===== config.mk =====
export PLATFORM = sky130hd
export DESIGN_NAME = websocket_frame_unmasker
export DESIGN_NICKNAME = d
export VERILOG_FILES = /design/src/hw/rtl/wsu_pkg.sv /design/src/hw/rtl/websocket_frame_unmasker.sv /design/src/hw/rtl/wsu_in_stage.sv /design/src/hw/rtl/wsu_parser.sv /design/src/hw/rtl/wsu_out_stage.sv
export VERILOG_INCLUDE_DIRS = /design/src /design/src/hw/rtl
export SDC_FILE = /design/constraint.sdc
export NUM_CORES = 1
export LEC_CHECK = 0
export BUFFER_PORTS_ARGS = -buffer_cell sky130_fd_sc_hd__buf_2
export CAP_MARGIN = 10
export CORE_AREA = 2 2 88 98
export CTS_BUF_LIST = sky130_fd_sc_hd__clkbuf_4
export DETAILED_ROUTE_END_ITERATION = 12
export DIE_AREA = 0 0 90 100
export SLEW_MARGIN = 10
export SYNTH_ARGS = -nofsm -noshare
export SYNTH_HDL_FRONTEND = slang
export SYNTH_SLANG_ARGS = --single-unit
export TNS_END_PERCENT = 50

===== constraint.sdc =====
create_clock -name clk -period 2.3 [get_ports clk]
set_input_delay 0.23 -clock clk [delete_from_list [all_inputs] [get_ports clk]]
set_output_delay 0.23 -clock clk [all_outputs]
set_load 0.05 [all_outputs]

===== src/hw/rtl/assert_macros.svh =====
// ----------------------------------------------------------------------------
// assert_macros.svh
// Assertion helpers shared by the unmasker modules. Each module clocks
// its checks with clk and disables them while rst is high.
// ----------------------------------------------------------------------------
`ifndef ASSERT_MACROS_SVH
`define ASSERT_MACROS_SVH

`ifndef SYNTHESIS
`define ASSERT_PROP(label, prop) \
  label: assert property (@(posedge clk) disable iff (rst) prop) \
    else $error("assertion failed");
`define ASSERT_NEVER(label, expr) \
  label: assert property (@(posedge clk) disable iff (rst) !(expr)) \
    else $error("assertion failed");
`else
`define ASSERT_PROP(label, prop)
`define ASSERT_NEVER(label, expr)
`endif

`endif


===== src/hw/rtl/wsu_pkg.sv =====
// ----------------------------------------------------------------------------
// wsu_pkg
// Types and constants for the frame unmasker.
// ----------------------------------------------------------------------------
package wsu_pkg;

  localparam int unsigned ByteW   = 8;
  localparam int unsigned LenW    = 7;
  localparam int unsigned KeyN    = 4;
  localparam int unsigned KeyIdxW = 2;

  localparam logic [3:0]      OPC_TEXT = 4'h1;
  localparam logic [LenW-1:0] LEN_MAX  = 7'd125;

  typedef enum logic [1:0] {
    PH_IDLE = 2'd0,
    PH_LEN  = 2'd1,
    PH_KEY  = 2'd2,
    PH_PAY  = 2'd3
  } phase_t;

  typedef enum logic [2:0] {
    ST_OK         = 3'd0,
    ST_BAD_HEADER = 3'd1,
    ST_UNMASKED   = 3'd2,
    ST_EXTENDED   = 3'd3,
    ST_EMPTY      = 3'd4
  } status_t;

  typedef struct packed {
    logic [ByteW-1:0] data_byte;
    logic             frame_start;
  } in_item_t;

  typedef struct packed {
    logic [ByteW-1:0] payload_byte;
    logic             last_of_frame;
    status_t          status;
  } result_t;

endpackage


===== src/hw/rtl/websocket_frame_unmasker.sv =====
// ----------------------------------------------------------------------------
// websocket_frame_unmasker
// Client frame deframer: checks the header and length bytes, captures the
// four-byte mask key and emits unmasked text payload bytes.
// ----------------------------------------------------------------------------
// Takes one byte request per cycle while the result register is not held
// by back-pressure, and gives at most one result per byte through the input
// register, a combinational parse step and the result register. tuser on
// the result carries the status; a non-zero status always comes with tlast
// and zero data. Only short text frames with FIN set and a masked length up
// to 125 are passed; other frames yield one status result and the rest of
// the frame is dropped until the next byte flagged as frame start.
module websocket_frame_unmasker (
  input  logic       clk,
  input  logic       rst,
  input  logic       s_axis_tvalid,
  output logic       s_axis_tready,
  input  logic [7:0] s_axis_tdata,   // [7:0] data_byte
  input  logic       s_axis_tuser,   // [0] frame_start
  output logic       m_axis_tvalid,
  input  logic       m_axis_tready,
  output logic [7:0] m_axis_tdata,   // [7:0] payload_byte
  output logic       m_axis_tlast,   // last_of_frame
  output logic [2:0] m_axis_tuser    // [2:0] status
);

  logic              item_valid;
  wsu_pkg::in_item_t item;
  logic              out_ready;
  logic              consume;
  logic              res_valid;
  wsu_pkg::result_t  res;

  assign consume = item_valid && out_ready;

  wsu_in_stage u_in (
    .clk          (clk),
    .rst          (rst),
    .s_axis_tvalid(s_axis_tvalid),
    .s_axis_tready(s_axis_tready),
    .s_axis_tdata (s_axis_tdata),
    .s_axis_tuser (s_axis_tuser),
    .consume      (consume),
    .item_valid   (item_valid),
    .item         (item)
  );

  wsu_parser u_parser (
    .clk      (clk),
    .rst      (rst),
    .fire     (consume),
    .item     (item),
    .res_valid(res_valid),
    .res      (res)
  );

  wsu_out_stage u_out (
    .clk          (clk),
    .rst          (rst),
    .load         (res_valid),
    .res          (res),
    .ready        (out_ready),
    .m_axis_tvalid(m_axis_tvalid),
    .m_axis_tready(m_axis_tready),
    .m_axis_tdata (m_axis_tdata),
    .m_axis_tlast (m_axis_tlast),
    .m_axis_tuser (m_axis_tuser)
  );

endmodule


===== src/hw/rtl/wsu_in_stage.sv =====
// ----------------------------------------------------------------------------
// wsu_in_stage
// Input register: holds one byte request until the parser consumes it.
// ----------------------------------------------------------------------------
`include "assert_macros.svh"

module wsu_in_stage (
  input  logic              clk,
  input  logic              rst,
  input  logic              s_axis_tvalid,
  output logic              s_axis_tready,
  input  logic [7:0]        s_axis_tdata,  // [7:0] data_byte
  input  logic              s_axis_tuser,  // [0] frame_start
  input  logic              consume,
  output logic              item_valid,
  output wsu_pkg::in_item_t item
);

  logic valid;

  assign s_axis_tready = !valid || consume;
  assign item_valid    = valid;

  always_ff @(posedge clk) begin
    if (rst) begin
      valid <= 1'b0;
    end else if (s_axis_tvalid && s_axis_tready) begin
      valid <= 1'b1;
    end else if (consume) begin
      valid <= 1'b0;
    end
  end

  always_ff @(posedge clk) begin
    if (s_axis_tvalid && s_axis_tready) begin
      item.data_byte   <= s_axis_tdata;
      item.frame_start <= s_axis_tuser;
    end
  end

  `ASSERT_PROP(a_hold_until_consumed, valid && !consume |=> valid && $stable(item))
  `ASSERT_NEVER(a_consume_empty, consume && !valid)

endmodule


===== src/hw/rtl/wsu_parser.sv =====
// ----------------------------------------------------------------------------
// wsu_parser
// Frame header checks, mask key capture and payload unmasking.
// ----------------------------------------------------------------------------
`include "assert_macros.svh"

module wsu_parser (
  input  logic              clk,
  input  logic              rst,
  input  logic              fire,
  input  wsu_pkg::in_item_t item,
  output logic              res_valid,
  output wsu_pkg::result_t  res
);

  wsu_pkg::phase_t phase, phase_next;

  logic [wsu_pkg::ByteW-1:0]   mask_key [wsu_pkg::KeyN];
  logic [wsu_pkg::KeyIdxW-1:0] key_cnt;
  logic [wsu_pkg::KeyIdxW-1:0] pay_idx;
  logic [wsu_pkg::LenW-1:0]    rem;

  logic [wsu_pkg::ByteW-1:0] b;
  logic [wsu_pkg::LenW-1:0]  len;
  logic [wsu_pkg::LenW-1:0]  rem_dec;
  logic                      hdr_ok;
  logic                      len_bad;
  logic                      key_done;

  assign b        = item.data_byte;
  assign len      = b[wsu_pkg::LenW-1:0];
  assign rem_dec  = rem - 7'd1;
  assign hdr_ok   = b[7] && (b[6:4] == 3'd0) && (b[3:0] == wsu_pkg::OPC_TEXT);
  assign len_bad  = !b[7] || (len > wsu_pkg::LEN_MAX);
  assign key_done = (key_cnt == 2'd3);

  // next state
  always_comb begin
    phase_next = phase;
    if (fire) begin
      if (item.frame_start) begin
        phase_next = hdr_ok ? wsu_pkg::PH_LEN : wsu_pkg::PH_IDLE;
      end else begin
        unique case (phase)
          wsu_pkg::PH_IDLE: phase_next = wsu_pkg::PH_IDLE;
          wsu_pkg::PH_LEN:  phase_next = len_bad ? wsu_pkg::PH_IDLE : wsu_pkg::PH_KEY;
          wsu_pkg::PH_KEY: begin
            if (key_done) begin
              phase_next = (rem == '0) ? wsu_pkg::PH_IDLE : wsu_pkg::PH_PAY;
            end
          end
          wsu_pkg::PH_PAY: begin
            if (rem_dec == '0) begin
              phase_next = wsu_pkg::PH_IDLE;
            end
          end
        endcase
      end
    end
  end

  // result
  always_comb begin
    res_valid         = 1'b0;
    res.payload_byte  = '0;
    res.last_of_frame = 1'b1;
    res.status        = wsu_pkg::ST_OK;
    if (fire) begin
      if (item.frame_start) begin
        if (!hdr_ok) begin
          res_valid  = 1'b1;
          res.status = wsu_pkg::ST_BAD_HEADER;
        end
      end else begin
        unique case (phase)
          wsu_pkg::PH_IDLE: res_valid = 1'b0;
          wsu_pkg::PH_LEN: begin
            if (!b[7]) begin
              res_valid  = 1'b1;
              res.status = wsu_pkg::ST_UNMASKED;
            end else if (len > wsu_pkg::LEN_MAX) begin
              res_valid  = 1'b1;
              res.status = wsu_pkg::ST_EXTENDED;
            end
          end
          wsu_pkg::PH_KEY: begin
            if (key_done && rem == '0) begin
              res_valid  = 1'b1;
              res.status = wsu_pkg::ST_EMPTY;
            end
          end
          wsu_pkg::PH_PAY: begin
            res_valid         = 1'b1;
            res.payload_byte  = b ^ mask_key[pay_idx];
            res.last_of_frame = (rem_dec == '0);
          end
        endcase
      end
    end
  end

  always_ff @(posedge clk) begin
    if (rst) begin
      phase <= wsu_pkg::PH_IDLE;
    end else begin
      phase <= phase_next;
    end
  end

  always_ff @(posedge clk) begin
    if (rst) begin
      key_cnt <= '0;
      pay_idx <= '0;
      rem     <= '0;
    end else if (fire && !item.frame_start) begin
      unique case (phase)
        wsu_pkg::PH_IDLE: rem <= rem;
        wsu_pkg::PH_LEN: begin
          if (!len_bad) begin
            rem     <= len;
            key_cnt <= '0;
          end
        end
        wsu_pkg::PH_KEY: begin
          key_cnt <= key_cnt + 2'd1;
          if (key_done) begin
            pay_idx <= '0;
          end
        end
        wsu_pkg::PH_PAY: begin
          pay_idx <= pay_idx + 2'd1;
          rem     <= rem_dec;
        end
      endcase
    end
  end

  always_ff @(posedge clk) begin
    if (fire && !item.frame_start && phase == wsu_pkg::PH_KEY) begin
      mask_key[key_cnt] <= b;
    end
  end

  `ASSERT_PROP(a_ok_only_in_payload, res_valid && res.status == wsu_pkg::ST_OK |-> phase == wsu_pkg::PH_PAY)
  `ASSERT_PROP(a_error_is_last_zero, res_valid && res.status != wsu_pkg::ST_OK |-> res.last_of_frame && res.payload_byte == '0)
  `ASSERT_PROP(a_last_goes_idle, res_valid && res.last_of_frame |=> phase == wsu_pkg::PH_IDLE)

endmodule


===== src/hw/rtl/wsu_out_stage.sv =====
// ----------------------------------------------------------------------------
// wsu_out_stage
// Result register toward the downstream stream.
// ----------------------------------------------------------------------------
module wsu_out_stage (
  input  logic             clk,
  input  logic             rst,
  input  logic             load,
  input  wsu_pkg::result_t res,
  output logic             ready,
  output logic             m_axis_tvalid,
  input  logic             m_axis_tready,
  output logic [7:0]       m_axis_tdata,  // [7:0] payload_byte
  output logic             m_axis_tlast,  // last_of_frame
  output logic [2:0]       m_axis_tuser   // [2:0] status
);

  logic             valid;
  wsu_pkg::result_t held;

  assign ready         = !valid || m_axis_tready;
  assign m_axis_tvalid = valid;
  assign m_axis_tdata  = held.payload_byte;
  assign m_axis_tlast  = held.last_of_frame;
  assign m_axis_tuser  = held.status;

  always_ff @(posedge clk) begin
    if (rst) begin
      valid <= 1'b0;
    end else if (load) begin
      valid <= 1'b1;
    end else if (m_axis_tready) begin
      valid <= 1'b0;
    end
  end

  always_ff @(posedge clk) begin
    if (load) begin
      held <= res;
    end
  end

endmodule


==> flow_summary.yaml <==
outcome:
  outcome: "finished clean"
timing:
  hold_violations: 0
  final.setup.worst_slack_ps: 230
  fmax_mhz: 483
  rsz0062_at_grt: "no"
  finalCritPeriodShare: 0.900
  tns_ps: 0
  slew_violations: 0
  fin_skew_ps: 14.2
  min_period_ps: 2070
  tightest_slew_ps: 501
  max_slew_margin: 0.661
  setup-violations-final: 0
cts:
  clk_path_buf_depth: 2
  ctsHoldBuffers: 10
  cts_buffers: 9
  cts.sinks: 70
  clk_latency_ps: 420
  cts.clk_slew.worst_paths_ps: 120
  cts_resized: 0
  cts_tree: "built"
  post_cts_buffers: 0
  htreeDepth: 3
  cts_root_buf: "clkbuf_4"
drt:
  drtAntennaViolNets: 0
  vias: 2145
  drt-vias-per-instance: 5.18
  drtIter0Drc: 114
  routedWlPerCell_microns: 15.7
  drt_first_pass_iters: 4
  drc: 0
  wirelength_microns: 6480
setup_path:
  timing.critical_path.from: "u_parser.rem[1]$_SDFFE_PP0P_"
  cp_max_fo: 12
  critPathKind: "reg -> reg"
  rrSetupSlack_ps: 230
  start_kind: "flop"
  crit_end: "u_out.m_axis_tdata[7]$_SDFFCE_PP0P_"
  end_kind: "flop"
  reg2regPathDepth: 7
  crit_arrival_ps: 2200
  reg2reg_from: "u_parser.rem[1]$_SDFFE_PP0P_"
  required_ps: 2430
  r2r-end: "u_out.m_axis_tdata[7]$_SDFFCE_PP0P_"
logic_synthesis:
  synth_seq_cells: 70
  seq_area_frac_synth: 0.606
  synth-async-reset-ratio: 0
  synth_ff_type: "edfxtp_1"
  synth_cell_types: 51
  synth_fp_nets: 269
  syn_inst: 246
  syn_avg_cell_area_sq_um: 13.0
  synth_edf_count: 53
  synth_area_sq_um: 3190
  ys_warn_count: 0
floorplanning:
  core_sq_um: 8150
  die_y_microns: 100
  start_util: 0.391
  die_area_sq_um: 9000
  die_w_microns: 90
  io_pins: 27
  num_rows: 35
global_routing:
  grt_pass1_wl_microns: 10800
  grt_usage: 0.155
  globalRouteOverflowTotal: 0
  grt_pass1_vias: 2126
  grt_start_max_net_pins: 16
  antenna_found_initial: 0
placement:
  placed_cell_area_sq_um: 3530
  portBuffers: 26
  globalplace.congestion: 0.815
  dp_hpwl_microns: 4550
  place_ws_ps: 239
job:
  max_cap_violations: 0
finish:
  layout_commonest_cell: "edfxtp_1"
  stdcell_area_sq_um: 3740
  final_cell_mix: "edfxtp_1 (53), buf_2 (26), nor2_1 (23)"
  syn_to_final_growth_pct: 17.5
  num_antenna_cells: 0
  nNetsFinal: 321
  layout-drive-gt1-share: 0.228
  fill_cells: 760
pwr:
  peakVddDrop_uv: 270
  power.density_nw_per_um2: 586
  power_leakage_nw: 1.28
  finalPower_mw: 2.19
hold_path:
  hp-start: "rst"
  hp-class: "in -> reg"
[worst min path at each step]
stage / endpoint / slack, ps / cells past startpoint
after floorplan: u_in.item[0]$_DFFE_PP_ / 330 / 0
after global placement: u_in.item[1]$_DFFE_PP_ / 410 / 1
after detailed placement: u_in.item[2]$_DFFE_PP_ / 410 / 1
after CTS: u_in.item_valid$_SDFFE_PP0P_ / 150 / 2
after global routing: u_in.item_valid$_SDFFE_PP0P_ / 170 / 2
final: u_in.item_valid$_SDFFE_PP0P_ / 170 / 2
[per-stage QoR]
stage | cells | util | hold slack, ps
floorplan | 246 | - | 329
global placement | 388 | 0.433 | 407
detailed placement | 388 | 0.433 | 408
CTS | 414 | 0.460 | 149
global route | 414 | 0.460 | 170
finish | 414 | 0.460 | 173
[cell usage after synthesis (2+ instances only)]
cell / instances / area (sq um)
a211oi_1: 2 / 15.0
a21bo_2: 2 / 20.0
a21o_1: 2 / 15.0
a21oi_1: 10 / 50.1
a311oi_1: 2 / 17.5
a31oi_1: 4 / 25.0
a32oi_1: 2 / 17.5
and3_1: 5 / 31.3
and4_1: 2 / 17.5
buf_2: 3 / 15.0
clkbuf_1: 7 / 26.3
dfxtp_1: 17 / 340
edfxtp_1: 53 / 1590
ha_1: 10 / 125
inv_1: 9 / 33.8
mux2i_1: 2 / 20.0
mux4_2: 8 / 180
nand2_1: 15 / 56.3
nand2b_1: 5 / 31.3
nand3_1: 3 / 15.0
nand4_1: 2 / 12.5
nand4b_1: 5 / 43.8
nor2_1: 23 / 86.3
nor2b_1: 3 / 18.8
nor3_1: 3 / 15.0
o2111ai_1: 2 / 17.5
o21a_1: 3 / 22.5
o21ai_0: 2 / 10.0
o21ai_1: 3 / 15.0
o21bai_1: 2 / 15.0
o311ai_1: 2 / 17.5
o32ai_1: 4 / 35.0
or3_1: 3 / 18.8
xnor2_1: 9 / 78.8
[cell families (layout without fill, tap and decap cells)]
logic type / after synthesis / count (layout) / share of synthesized area
simple gates: 76 / 76 / 0.128
flops: 70 / 70 / 0.606
compound gates: 50 / 50 / 0.113
buf+inv: 21 / 78 / 0.0259
fa+ha+maj: 10 / 10 / 0.0393
mux: 10 / 10 / 0.0628
xor+xnor: 9 / 9 / 0.0247
[worst max-delay path, cell delays in order (launching register included)]
cell and delay [ps]:
dfxtp_1 350, inv_1 100, ha_1 320, and4_1 320
nand3_1 120, a31oi_1 240, o21a_1 140, buf_4 190
[state kept, by name (all words and copies together), names as in the netlist, named ones only]
name / cells
u_in.item_valid: 1
u_parser.phase: 2
u_parser.mask_key: 32
u_out.m_axis_tdata: 8
u_out.m_axis_tuser: 3
u_in.item: 9
u_parser.rem: 7
u_parser.key_cnt: 2
u_out.m_axis_tlast: 1
u_parser.pay_idx: 2
u_out.m_axis_tvalid: 1
[metal layers]
layer,vias to the layer above,share of wire,track usage
met2,54,0.48,0.250
li1,1047,-,-
met3,9,0.040,0.0323
met4,0,0.019,0.0710
met1,1035,0.46,0.203
met5,-,0,0
[cell type report]
type / count / area [sq um] / area share
flip-flops and latches: 70 / 1930 / 0.516
multi-input cells: 155 / 1170 / 0.313
repair buffers: 51 / 343 / 0.0915
well taps: 111 / 139 / 0.0371
clock buffers: 9 / 67.6 / 0.0180
clock inverters: 7 / 50.0 / 0.0134
inverters: 11 / 41.3 / 0.0110
[report_power, final]
part / leakage, nW / internal [mW] / switching (mW)
combinational: 0.601 / 0.0509 / 0.0751
clock: 0.0599 / 0.223 / 0.464
sequential: 0.622 / 1.37 / 0.00878
total: 1.28 / 1.65 / 0.548
Power figures use the tool's default switching activity.
